**config.mk**
```make
export PLATFORM = sky130hd
export DESIGN_NAME = energy_meter_spi_register_slave
export DESIGN_NICKNAME = d
export VERILOG_FILES = /design/src/emspi_pkg.sv /design/src/energy_meter_spi_register_slave.sv
export SDC_FILE = /design/constraint.sdc
export NUM_CORES = 1
export LEC_CHECK = 0
export BUFFER_PORTS_ARGS = -buffer_cell sky130_fd_sc_hd__buf_2
export CORE_ASPECT_RATIO = 1.2
export CORE_MARGIN = 2
export CORE_UTILIZATION = 25
export CTS_CLUSTER_DIAMETER = 80
export DETAILED_ROUTE_END_ITERATION = 10
export PLACE_DENSITY_LB_ADDON = 0.15
export SYNTH_ARGS = -nofsm -noshare
export SYNTH_HDL_FRONTEND = slang
export SYNTH_SLANG_ARGS = --single-unit
```
**constraint.sdc**
```tcl
create_clock -name clk -period 3.5 [get_ports clk]
set_input_delay 0.175 -clock clk [delete_from_list [all_inputs] [get_ports clk]]
set_output_delay 0.175 -clock clk [all_outputs]
set_load 0.02 [all_outputs]
```
**src/emspi_pkg.sv**
```systemverilog
package emspi_pkg;

	// input event codes
	localparam logic [1:0] OP_FRAME = 2'd0;
	localparam logic [1:0] OP_CS    = 2'd1;
	localparam logic [1:0] OP_RELAY = 2'd2;

	// transfer actions
	localparam logic [1:0] ACT_NONE   = 2'd0;
	localparam logic [1:0] ACT_START2 = 2'd1;
	localparam logic [1:0] ACT_START4 = 2'd2;
	localparam logic [1:0] ACT_STOP   = 2'd3;

	// register addresses
	localparam logic [11:0] ADDR_DSPCFG  = 12'h020;
	localparam logic [11:0] ADDR_IRMS    = 12'h202;
	localparam logic [11:0] ADDR_VRMS    = 12'h203;
	localparam logic [11:0] ADDR_WATT    = 12'h204;
	localparam logic [11:0] ADDR_VA      = 12'h206;
	localparam logic [11:0] ADDR_VAR     = 12'h207;
	localparam logic [11:0] ADDR_VERSION = 12'h242;
	localparam logic [11:0] ADDR_RUN     = 12'h480;
	localparam logic [11:0] ADDR_GAIN    = 12'h4B9;

	localparam logic [31:0] VERSION_WORD = 32'h0009_153A;
	localparam logic [31:0] CS_LOAD_WORD = 32'hFFFF_0000;

	// measurement presets with relay on, and voltage with relay off
	localparam logic [17:0] PRE_WATT     = 18'h3FFE1;
	localparam logic [11:0] PRE_VAR      = 12'hAB2;
	localparam logic [17:0] PRE_VA       = 18'h3FFFF;
	localparam logic [20:0] PRE_IRMS     = 21'h1FEEF4;
	localparam logic [24:0] PRE_VRMS     = 25'h0FFEFA5;
	localparam logic [24:0] PRE_VRMS_OFF = 25'h1090000;

	// index strides per measurement slot
	localparam logic [2:0] STRIDE_WATT = 3'd3;
	localparam logic [2:0] STRIDE_VAR  = 3'd5;
	localparam logic [2:0] STRIDE_VA   = 3'd7;
	localparam logic [2:0] STRIDE_IRMS = 3'd5;
	localparam logic [2:0] STRIDE_VRMS = 3'd7;

	// measurement slots
	localparam int SLOT_WATT = 0;
	localparam int SLOT_VAR  = 1;
	localparam int SLOT_VA   = 2;
	localparam int SLOT_IRMS = 3;
	localparam int SLOT_VRMS = 4;
	localparam int NUM_SLOTS = 5;

	localparam logic [17:0] TAB_WATT [8] = '{18'h3FCE1, 18'h3FDE1, 18'h3F9E1, 18'h3F2E1,
		18'h3FAE1, 18'h3FBE1, 18'h3F6E1, 18'h3F4E1};
	localparam logic [11:0] TAB_VAR [8] = '{12'hAB2, 12'hAC2, 12'hA22, 12'hA52,
		12'hBB2, 12'hA92, 12'h9B2, 12'hAF2};
	localparam logic [17:0] TAB_VA [8] = '{18'h3FFFF, 18'h3FDFF, 18'h3FCFF, 18'h3F3FF,
		18'h3F1FF, 18'h3FBFF, 18'h3F9FF, 18'h3F8FF};
	localparam logic [20:0] TAB_IRMS [8] = '{21'h1FAEF4, 21'h1F7EF4, 21'h1F1EF4, 21'h1F2EF4,
		21'h1FCEF4, 21'h1FAEF4, 21'h1F8EF4, 21'h1FDEF4};
	localparam logic [24:0] TAB_VRMS [8] = '{25'h0FEEFA5, 25'h0FFFFA5, 25'h0FFCFA5, 25'h0FBEFA5,
		25'h0FDEFA5, 25'h0F2EFA5, 25'h0FD1FA5, 25'h0FFEFA5};

	typedef enum logic [1:0] {
		PH_CMD   = 2'd0,
		PH_WDATA = 2'd1,
		PH_REND  = 2'd2
	} phase_t;

	typedef enum logic [1:0] {
		TGT_RUN  = 2'd0,
		TGT_GAIN = 2'd1,
		TGT_DSP  = 2'd2,
		TGT_VER  = 2'd3
	} target_t;

endpackage

```
**src/energy_meter_spi_register_slave.sv**
```systemverilog
// channel  | handshake             | payload
// ---------+-----------------------+----------------------------------------------------
// input    | in_valid / in_ready   | op, frame_word, frame_bytes, pin_level
// output   | out_valid / out_ready | transfer_action, miso_word, miso_load, relay_state
//
// one transaction per cycle sustained while out_ready stays high; a result moves from the
// input register into the output register, where it waits until out_ready takes it
// (input register, then decode and register update into the output register)
// arst_n clears the handshake state, the phase, the register file and the table indexes
// and loads the measurement presets at once; no clearing pass follows reset
// a stall on the output holds the result register; the input register still takes one
// more transaction, and in_ready drops only when both stages are full and out_ready is low
module energy_meter_spi_register_slave #(
	parameter int TABLE_DEPTH = 8
) (
	input  logic        clk,
	input  logic        arst_n,
	input  logic        in_valid,
	output logic        in_ready,
	input  logic [1:0]  op,
	input  logic [31:0] frame_word,
	input  logic [2:0]  frame_bytes,
	input  logic        pin_level,
	output logic        out_valid,
	input  logic        out_ready,
	output logic [1:0]  transfer_action,
	output logic [31:0] miso_word,
	output logic        miso_load,
	output logic        relay_state
);

	// index width and the width of index plus stride before the wrap
	localparam int IW = (TABLE_DEPTH > 1) ? $clog2(TABLE_DEPTH) : 1;
	localparam int SW = IW + 4;

	// wrap index plus stride back below the table depth; at most eight subtracts
	function automatic logic [IW-1:0] idx_step(input logic [IW-1:0] idx,
		input logic [2:0] stride);
		logic [SW-1:0] s;
		s = SW'(idx) + SW'(stride);
		for (int k = 0; k < 8; k++) begin
			if (s >= SW'(TABLE_DEPTH)) begin
				s = s - SW'(TABLE_DEPTH);
			end
		end
		return s[IW-1:0];
	endfunction

	// the eight-entry tables are addressed by the low three index bits
	function automatic logic [2:0] tab_sel(input logic [IW-1:0] idx);
		logic [SW-1:0] t;
		t = SW'(idx);
		return t[2:0];
	endfunction

	// input stage
	logic        valid_s1;
	logic [1:0]  op_s1;
	logic [31:0] word_s1;
	logic [2:0]  bytes_s1;
	logic        level_s1;

	// result stage
	logic        valid_s2;
	logic [1:0]  action_s2;
	logic [31:0] miso_s2;
	logic        load_s2;
	logic        relay_s2;

	// block state
	emspi_pkg::phase_t  phase_q, phase_d;
	emspi_pkg::target_t target_q, target_d;
	logic [15:0] run_q, run_d;
	logic [15:0] gain_q, gain_d;
	logic [31:0] dsp_q, dsp_d;
	logic [17:0] watt_q, watt_d;
	logic [11:0] var_q, var_d;
	logic [17:0] va_q, va_d;
	logic [20:0] irms_q, irms_d;
	logic [24:0] vrms_q, vrms_d;
	logic [IW-1:0] idx_q [emspi_pkg::NUM_SLOTS];
	logic [IW-1:0] idx_d [emspi_pkg::NUM_SLOTS];
	logic relay_q, relay_d;

	// step results
	logic [1:0]  action_d;
	logic [31:0] miso_d;
	logic        load_d;

	logic        advance;
	logic        step;

	// the result register frees when empty or taken; the input register moves on then
	assign advance   = !valid_s2 || out_ready;
	assign in_ready  = !valid_s1 || advance;
	assign step      = valid_s1 && advance;

	assign out_valid       = valid_s2;
	assign transfer_action = action_s2;
	assign miso_word       = miso_s2;
	assign miso_load       = load_s2;
	assign relay_state     = relay_s2;

	// handshake control
	always_ff @(posedge clk or negedge arst_n) begin
		if (!arst_n) begin
			valid_s1 <= 1'b0;
			valid_s2 <= 1'b0;
		end else begin
			if (in_ready) begin
				valid_s1 <= in_valid;
			end
			if (step) begin
				valid_s2 <= 1'b1;
			end else if (out_ready) begin
				valid_s2 <= 1'b0;
			end
		end
	end

	// input register, payload only
	always_ff @(posedge clk) begin
		if (in_valid && in_ready) begin
			op_s1    <= op;
			word_s1  <= frame_word;
			bytes_s1 <= frame_bytes;
			level_s1 <= pin_level;
		end
	end

	// result register, payload only
	always_ff @(posedge clk) begin
		if (step) begin
			action_s2 <= action_d;
			miso_s2   <= load_d ? miso_d : 32'd0;
			load_s2   <= load_d;
			relay_s2  <= relay_d;
		end
	end

	// state registers, updated once per processed transaction
	always_ff @(posedge clk or negedge arst_n) begin
		if (!arst_n) begin
			phase_q  <= emspi_pkg::PH_CMD;
			target_q <= emspi_pkg::TGT_RUN;
			run_q    <= '0;
			gain_q   <= '0;
			dsp_q    <= '0;
			watt_q   <= emspi_pkg::PRE_WATT;
			var_q    <= emspi_pkg::PRE_VAR;
			va_q     <= emspi_pkg::PRE_VA;
			irms_q   <= emspi_pkg::PRE_IRMS;
			vrms_q   <= emspi_pkg::PRE_VRMS;
			for (int i = 0; i < emspi_pkg::NUM_SLOTS; i++) begin
				idx_q[i] <= '0;
			end
			relay_q  <= 1'b0;
		end else if (step) begin
			phase_q  <= phase_d;
			target_q <= target_d;
			run_q    <= run_d;
			gain_q   <= gain_d;
			dsp_q    <= dsp_d;
			watt_q   <= watt_d;
			var_q    <= var_d;
			va_q     <= va_d;
			irms_q   <= irms_d;
			vrms_q   <= vrms_d;
			for (int i = 0; i < emspi_pkg::NUM_SLOTS; i++) begin
				idx_q[i] <= idx_d[i];
			end
			relay_q  <= relay_d;
		end
	end

	// decode of one transaction: next state and result
	always_comb begin
		logic        sel;
		logic [15:0] hi;
		logic [11:0] addr;
		logic        rd;
		logic        known;
		logic        wide;
		logic        writable;
		emspi_pkg::target_t tgt;

		phase_d  = phase_q;
		target_d = target_q;
		run_d    = run_q;
		gain_d   = gain_q;
		dsp_d    = dsp_q;
		watt_d   = watt_q;
		var_d    = var_q;
		va_d     = va_q;
		irms_d   = irms_q;
		vrms_d   = vrms_q;
		for (int i = 0; i < emspi_pkg::NUM_SLOTS; i++) begin
			idx_d[i] = idx_q[i];
		end
		relay_d  = relay_q;
		action_d = emspi_pkg::ACT_NONE;
		miso_d   = 32'd0;
		load_d   = 1'b0;

		// chip select is active low
		sel      = !level_s1;
		hi       = word_s1[31:16];
		addr     = hi[15:4];
		rd       = hi[3];
		known    = 1'b1;
		wide     = 1'b1;
		writable = 1'b0;
		tgt      = emspi_pkg::TGT_RUN;

		case (op_s1)
			emspi_pkg::OP_CS: begin
				if (sel) begin
					miso_d   = emspi_pkg::CS_LOAD_WORD;
					load_d   = 1'b1;
					action_d = emspi_pkg::ACT_START2;
				end else begin
					action_d = emspi_pkg::ACT_STOP;
				end
			end
			emspi_pkg::OP_RELAY: begin
				relay_d = level_s1;
				watt_d  = level_s1 ? emspi_pkg::PRE_WATT : '0;
				var_d   = level_s1 ? emspi_pkg::PRE_VAR : '0;
				va_d    = level_s1 ? emspi_pkg::PRE_VA : '0;
				irms_d  = level_s1 ? emspi_pkg::PRE_IRMS : '0;
				vrms_d  = level_s1 ? emspi_pkg::PRE_VRMS : emspi_pkg::PRE_VRMS_OFF;
			end
			emspi_pkg::OP_FRAME: begin
				// empty frames are dropped
				if (bytes_s1 != 3'd0) begin
					case (phase_q)
						emspi_pkg::PH_REND: begin
							phase_d = emspi_pkg::PH_CMD;
							if (sel) begin
								action_d = emspi_pkg::ACT_START2;
							end
						end
						emspi_pkg::PH_WDATA: begin
							phase_d = emspi_pkg::PH_CMD;
							// data for the version word is swallowed
							if (target_q != emspi_pkg::TGT_VER) begin
								case (target_q)
									emspi_pkg::TGT_RUN:  run_d  = hi;
									emspi_pkg::TGT_GAIN: gain_d = hi;
									default:             dsp_d  = word_s1;
								endcase
								if (sel) begin
									action_d = emspi_pkg::ACT_START2;
								end
							end
						end
						default: begin
							// command frame; the unused phase code lands here too
							case (addr)
								emspi_pkg::ADDR_RUN: begin
									wide = 1'b0; writable = 1'b1;
									tgt = emspi_pkg::TGT_RUN;
									miso_d = {run_q, 16'd0};
								end
								emspi_pkg::ADDR_GAIN: begin
									wide = 1'b0; writable = 1'b1;
									tgt = emspi_pkg::TGT_GAIN;
									miso_d = {gain_q, 16'd0};
								end
								emspi_pkg::ADDR_DSPCFG: begin
									writable = 1'b1;
									tgt = emspi_pkg::TGT_DSP;
									miso_d = dsp_q;
								end
								emspi_pkg::ADDR_VERSION: begin
									writable = 1'b1;
									tgt = emspi_pkg::TGT_VER;
									miso_d = emspi_pkg::VERSION_WORD;
								end
								// measurement reads return the value, then reload and step
								emspi_pkg::ADDR_WATT: begin
									if (rd) begin
										miso_d = 32'(watt_q);
										watt_d = relay_q ?
											emspi_pkg::TAB_WATT[tab_sel(idx_q[emspi_pkg::SLOT_WATT])] : '0;
										idx_d[emspi_pkg::SLOT_WATT] =
											idx_step(idx_q[emspi_pkg::SLOT_WATT], emspi_pkg::STRIDE_WATT);
									end
								end
								emspi_pkg::ADDR_VAR: begin
									if (rd) begin
										miso_d = 32'(var_q);
										var_d = relay_q ?
											emspi_pkg::TAB_VAR[tab_sel(idx_q[emspi_pkg::SLOT_VAR])] : '0;
										idx_d[emspi_pkg::SLOT_VAR] =
											idx_step(idx_q[emspi_pkg::SLOT_VAR], emspi_pkg::STRIDE_VAR);
									end
								end
								emspi_pkg::ADDR_VA: begin
									if (rd) begin
										miso_d = 32'(va_q);
										va_d = relay_q ?
											emspi_pkg::TAB_VA[tab_sel(idx_q[emspi_pkg::SLOT_VA])] : '0;
										idx_d[emspi_pkg::SLOT_VA] =
											idx_step(idx_q[emspi_pkg::SLOT_VA], emspi_pkg::STRIDE_VA);
									end
								end
								emspi_pkg::ADDR_IRMS: begin
									if (rd) begin
										miso_d = 32'(irms_q);
										irms_d = relay_q ?
											emspi_pkg::TAB_IRMS[tab_sel(idx_q[emspi_pkg::SLOT_IRMS])] : '0;
										idx_d[emspi_pkg::SLOT_IRMS] =
											idx_step(idx_q[emspi_pkg::SLOT_IRMS], emspi_pkg::STRIDE_IRMS);
									end
								end
								emspi_pkg::ADDR_VRMS: begin
									// voltage reload ignores the relay
									if (rd) begin
										miso_d = 32'(vrms_q);
										vrms_d = emspi_pkg::TAB_VRMS[tab_sel(idx_q[emspi_pkg::SLOT_VRMS])];
										idx_d[emspi_pkg::SLOT_VRMS] =
											idx_step(idx_q[emspi_pkg::SLOT_VRMS], emspi_pkg::STRIDE_VRMS);
									end
								end
								default: begin
									known = 1'b0;
								end
							endcase

							if (known && rd) begin
								// read word loads even when deselected
								load_d = 1'b1;
								if (sel) begin
									phase_d  = emspi_pkg::PH_REND;
									action_d = wide ? emspi_pkg::ACT_START4 : emspi_pkg::ACT_START2;
								end
							end else if (known && writable) begin
								// data transfer starts whatever the chip select
								phase_d  = emspi_pkg::PH_WDATA;
								target_d = tgt;
								action_d = wide ? emspi_pkg::ACT_START4 : emspi_pkg::ACT_START2;
							end
						end
					endcase
				end
			end
			default: begin
			end
		endcase
	end

	// an unloaded result carries a zero word
	a_miso_zero: assert property (@(posedge clk) disable iff (!arst_n)
		(valid_s2 && !load_s2) |-> (miso_s2 == 32'd0))
		else $error("miso word not zero without load");

	// the shown relay flag is the flag the block holds after that step
	a_relay_track: assert property (@(posedge clk) disable iff (!arst_n)
		valid_s2 |-> (relay_s2 == relay_q))
		else $error("relay state out of step with relay flag");

	// a 4-byte transfer start always leaves a transfer pending
	a_wide_phase: assert property (@(posedge clk) disable iff (!arst_n)
		(valid_s2 && (action_s2 == emspi_pkg::ACT_START4)) |-> (phase_q != emspi_pkg::PH_CMD))
		else $error("4-byte start without pending phase");

	// a processed transaction always lands in the result register
	a_step_lands: assert property (@(posedge clk) disable iff (!arst_n)
		step |=> valid_s2)
		else $error("processed transaction lost");

endmodule

```
==> results.md <==
* Status: finished clean
* Setup Skew at 0.0154 ns
* Initial antenna violation count at 0
* Slew @ Worst Pin at 0.985 ns
* Drt pass-1 iters at 5
* Worst-path clk slew at 0.08 ns
* Antenna-violating nets left at 0
* Ant. Diodes at 0
* Area Growth Syn to Fin at 21.5%
* Die Footprint at 37000 um^2
* Kind of critical path: reg2reg
* Num CTS Buffers at 17
* Clk sinks at 191
* Unrepaired setup endpoints after global routing: false
* Cell Chain, Critical Path: buf_4, nor4b_4, nand4_2, o2111ai_4, nand3b_2, buf_4, a41oi_1
* Cells after synthesis at 683
* Drt wl/cell at 19.8 um
* Worst setup SP type: register
* Final setup violating endpoints at 0
* DR vias at 5935
* Largest family of logic cells by synthesized area: multiplexers
* Final worst path period share at 78.8%
* Finished Core Util at 30.8%
* I/O pin count at 80
* Placer's final routability congestion estimate at 0.747
* Reg2Reg Depth at 7
* Hold Path Sink: out_valid
* CP dominant cell by count: buf_4
* Largest net degree at the start of global routing at 52
* Core area at 35000 um^2
* First-pass GRT wire length at 39300 um
* PwrDens at 482 nW/um^2
* Fin. Hold Viols at 0
* Vias per inst at 4.65
* Post-synth EDFFs at 74
* Grt ovf at 0
* Crit path required time at 3.79 ns
* Rel. slew slack at 34.3%
* Setup_tns at 0 ns
* Synth area leader: dfrtp_1
* Syn Nets at 748
* Final Max Slew Viols at 0
* Worst r2r src: word_s1[20]
* Net count, final at 866
* Worst hold start: out_ready
* Final WL at 25200 um
* Port Buf Inserts at 79
* Worst skew pair latency at 0.47 ns
* Synthesis warning total at 0
* Top cells by count, synth: dfrtp_1, edfxtp_1, mux2_1, nand2_1, nor2_1
* Iteration-0 DRC Markers at 418
* Die width at 176 um
* CP delay by family, top: simple AND/OR/NAND/NOR gates
* Die span in y at 210 um
* Root Driver: clkbuf_16
* Reg-to-reg setup timing slack at 0.74 ns
* Min cycle time layout at 2.76 ns
* Post-Synth Adder-Cell Area at 3.24%
* Syn_area_per_cell at 13.0 um^2
* Dpl hpwl at 17600 um
* Leak pwr at 0.00448 uW
* H-tree depth at 4
* Post-synth cell types at 73
* Vias in the first global route at 6199
* Peak supply drop at 327 uV
* Post-CTS Setup Repair Bufs at 0
* CTS tree: built
* Clock Path Buffers at 2
* Multiplexer share of the synthesized area at 12.7%
* Synth Area in Compound Gates at 10.7%
* Share of the synthesized area in the top cell type at 25.7%
* CP max FO at 33
* Max stage delay cell, worst path: nor4b_4
* Prevailing post-synth register cell: dfrtp_1
* Post-Synth Simple-Gate Area at 11.1%
* CP startpoint: word_s1[20]
* Worst Hold Path Cells at 3
* Row count at 75
* Asr flop ratio synth at 61.3%
* Arrival time worst endpoint at 3.05 ns
* Total buffers and inverters traversed by the critical path at 2
* Post-CTS sizing at 0
* Mapped Area at 8880 um^2
* Tot GR Track Use at 14.3%
* Initial Utilization at 25.4%
* Post-CTS Hold Buffers at 40
* Share of cells above drive strength 1 at 24.9%
* FF-to-FF End: miso_word[9]
* Crit-path max cell delay at 0.58 ns
* Post-synthesis register bit count at 191
* Type of the worst min-delay path: in2reg
* Top area cells in the synthesized netlist: dfrtp_1, edfxtp_1, mux2_1, dfstp_2, ha_1
* Max Cap Viol at 0
* Post-route DRC at 0
* CP endpoint kind: register
* Most common cell in the netlist: dfrtp_1
* Sequential share of the synthesized area at 58.4%
* XOR/XNOR share of the synthesized area at 1.09%
* Max Clock Freq at 362 MHz
==> stage by stage <==
stage          cell area [um^2]  instances  total power (uW)  worst slack, ns  hold slack (ns)
4_1_cts                   10800       1276              5280            0.754           0.0587
2_1_floorplan              8880        683              3050             1.27           -0.121
3_3_place_gp               9820       1204              3300            0.803            0.310
3_5_place_dp               9820       1204              3300            0.768            0.315
6_report                  10800       1276              5200            0.741           0.0680
5_1_grt                   10800       1276              5430            0.566           0.0918
==> power by group <==
part	internal (uW)	switching, uW
registers	2610	158
logic	223	287
clock network	961	965
==> final cells by class <==
| cell class | instances | area [um^2] |
|---|---|---|
| clock buffer | 19 | 443 |
| clock inverter | 13 | 123 |
| fill | 3550 | 24200 |
| inverter | 20 | 75.1 |
| multi-input combinational | 434 | 3440 |
| sequential | 191 | 5180 |
| tap | 462 | 578 |
| timing repair buffer | 137 | 946 |
==> cells in the final DEF, fill, tap and decap left out, types with 12 or more instances in the layout <==
| master | synthesis | final |
|---|---|---|
| dlygate4sd3_1 | 0 | 40 |
| o21ai_1 | 21 | 21 |
| a21oi_1 | 22 | 22 |
| buf_2 | 16 | 78 |
| mux2_1 | 67 | 67 |
| dfstp_2 | 26 | 26 |
| ha_1 | 23 | 23 |
| o21ai_0 | 23 | 23 |
| nor2_1 | 30 | 30 |
| a222oi_1 | 12 | 12 |
| edfxtp_1 | 74 | 74 |
| nand3_1 | 13 | 13 |
| inv_1 | 20 | 19 |
| mux2_2 | 25 | 25 |
| clkbuf_16 | 0 | 17 |
| nand2_1 | 51 | 51 |
| dfrtp_1 | 91 | 91 |
| buf_4 | 2 | 18 |
==> flip-flops by register name, summed over array words and instances, names as in the netlist, 7 cells and up <==
name	count
dsp_q	32
gain_q	16
idx_q	15
miso_word	32
run_q	16
var_q	7
vrms_q	9
word_s1	32
==> kinds of logic (layout without fill, tap and decap cells) <==
family / after synthesis / after routing
buf+inv: 58 / 189
fa+ha+maj: 23 / 23
simple gates: 164 / 164
compound gates: 135 / 135
flops: 191 / 191
mux: 101 / 101
xor+xnor: 11 / 11
==> how the worst max path moves through the flow <==
stage	end	slack, ns	cells after the start
global route	miso_word[11]	0.57	7
CTS	miso_word[9]	0.75	7
detailed placement	miso_word[9]	0.77	7
floorplan	bytes_s1[0]	1.27	3
finish	miso_word[9]	0.74	7
global placement	miso_word[5]	0.80	7
==> worst min-delay path: stages <==
cell and delay, ns:
buf_2 0.09, nand2b_1 0.15, nand2_1 0.07
==> routing by layer <==
layer / routed length, um / vias to the layer above / global-route usage, %
met5: 0 / - / 0
met4: 608 / 0 / 5.96
met3: 642 / 31 / 2.24
met2: 12600 / 101 / 24.3
met1: 11300 / 2999 / 18.2
li1: - / 2804 / -
Power figures use the tool's default switching activity.
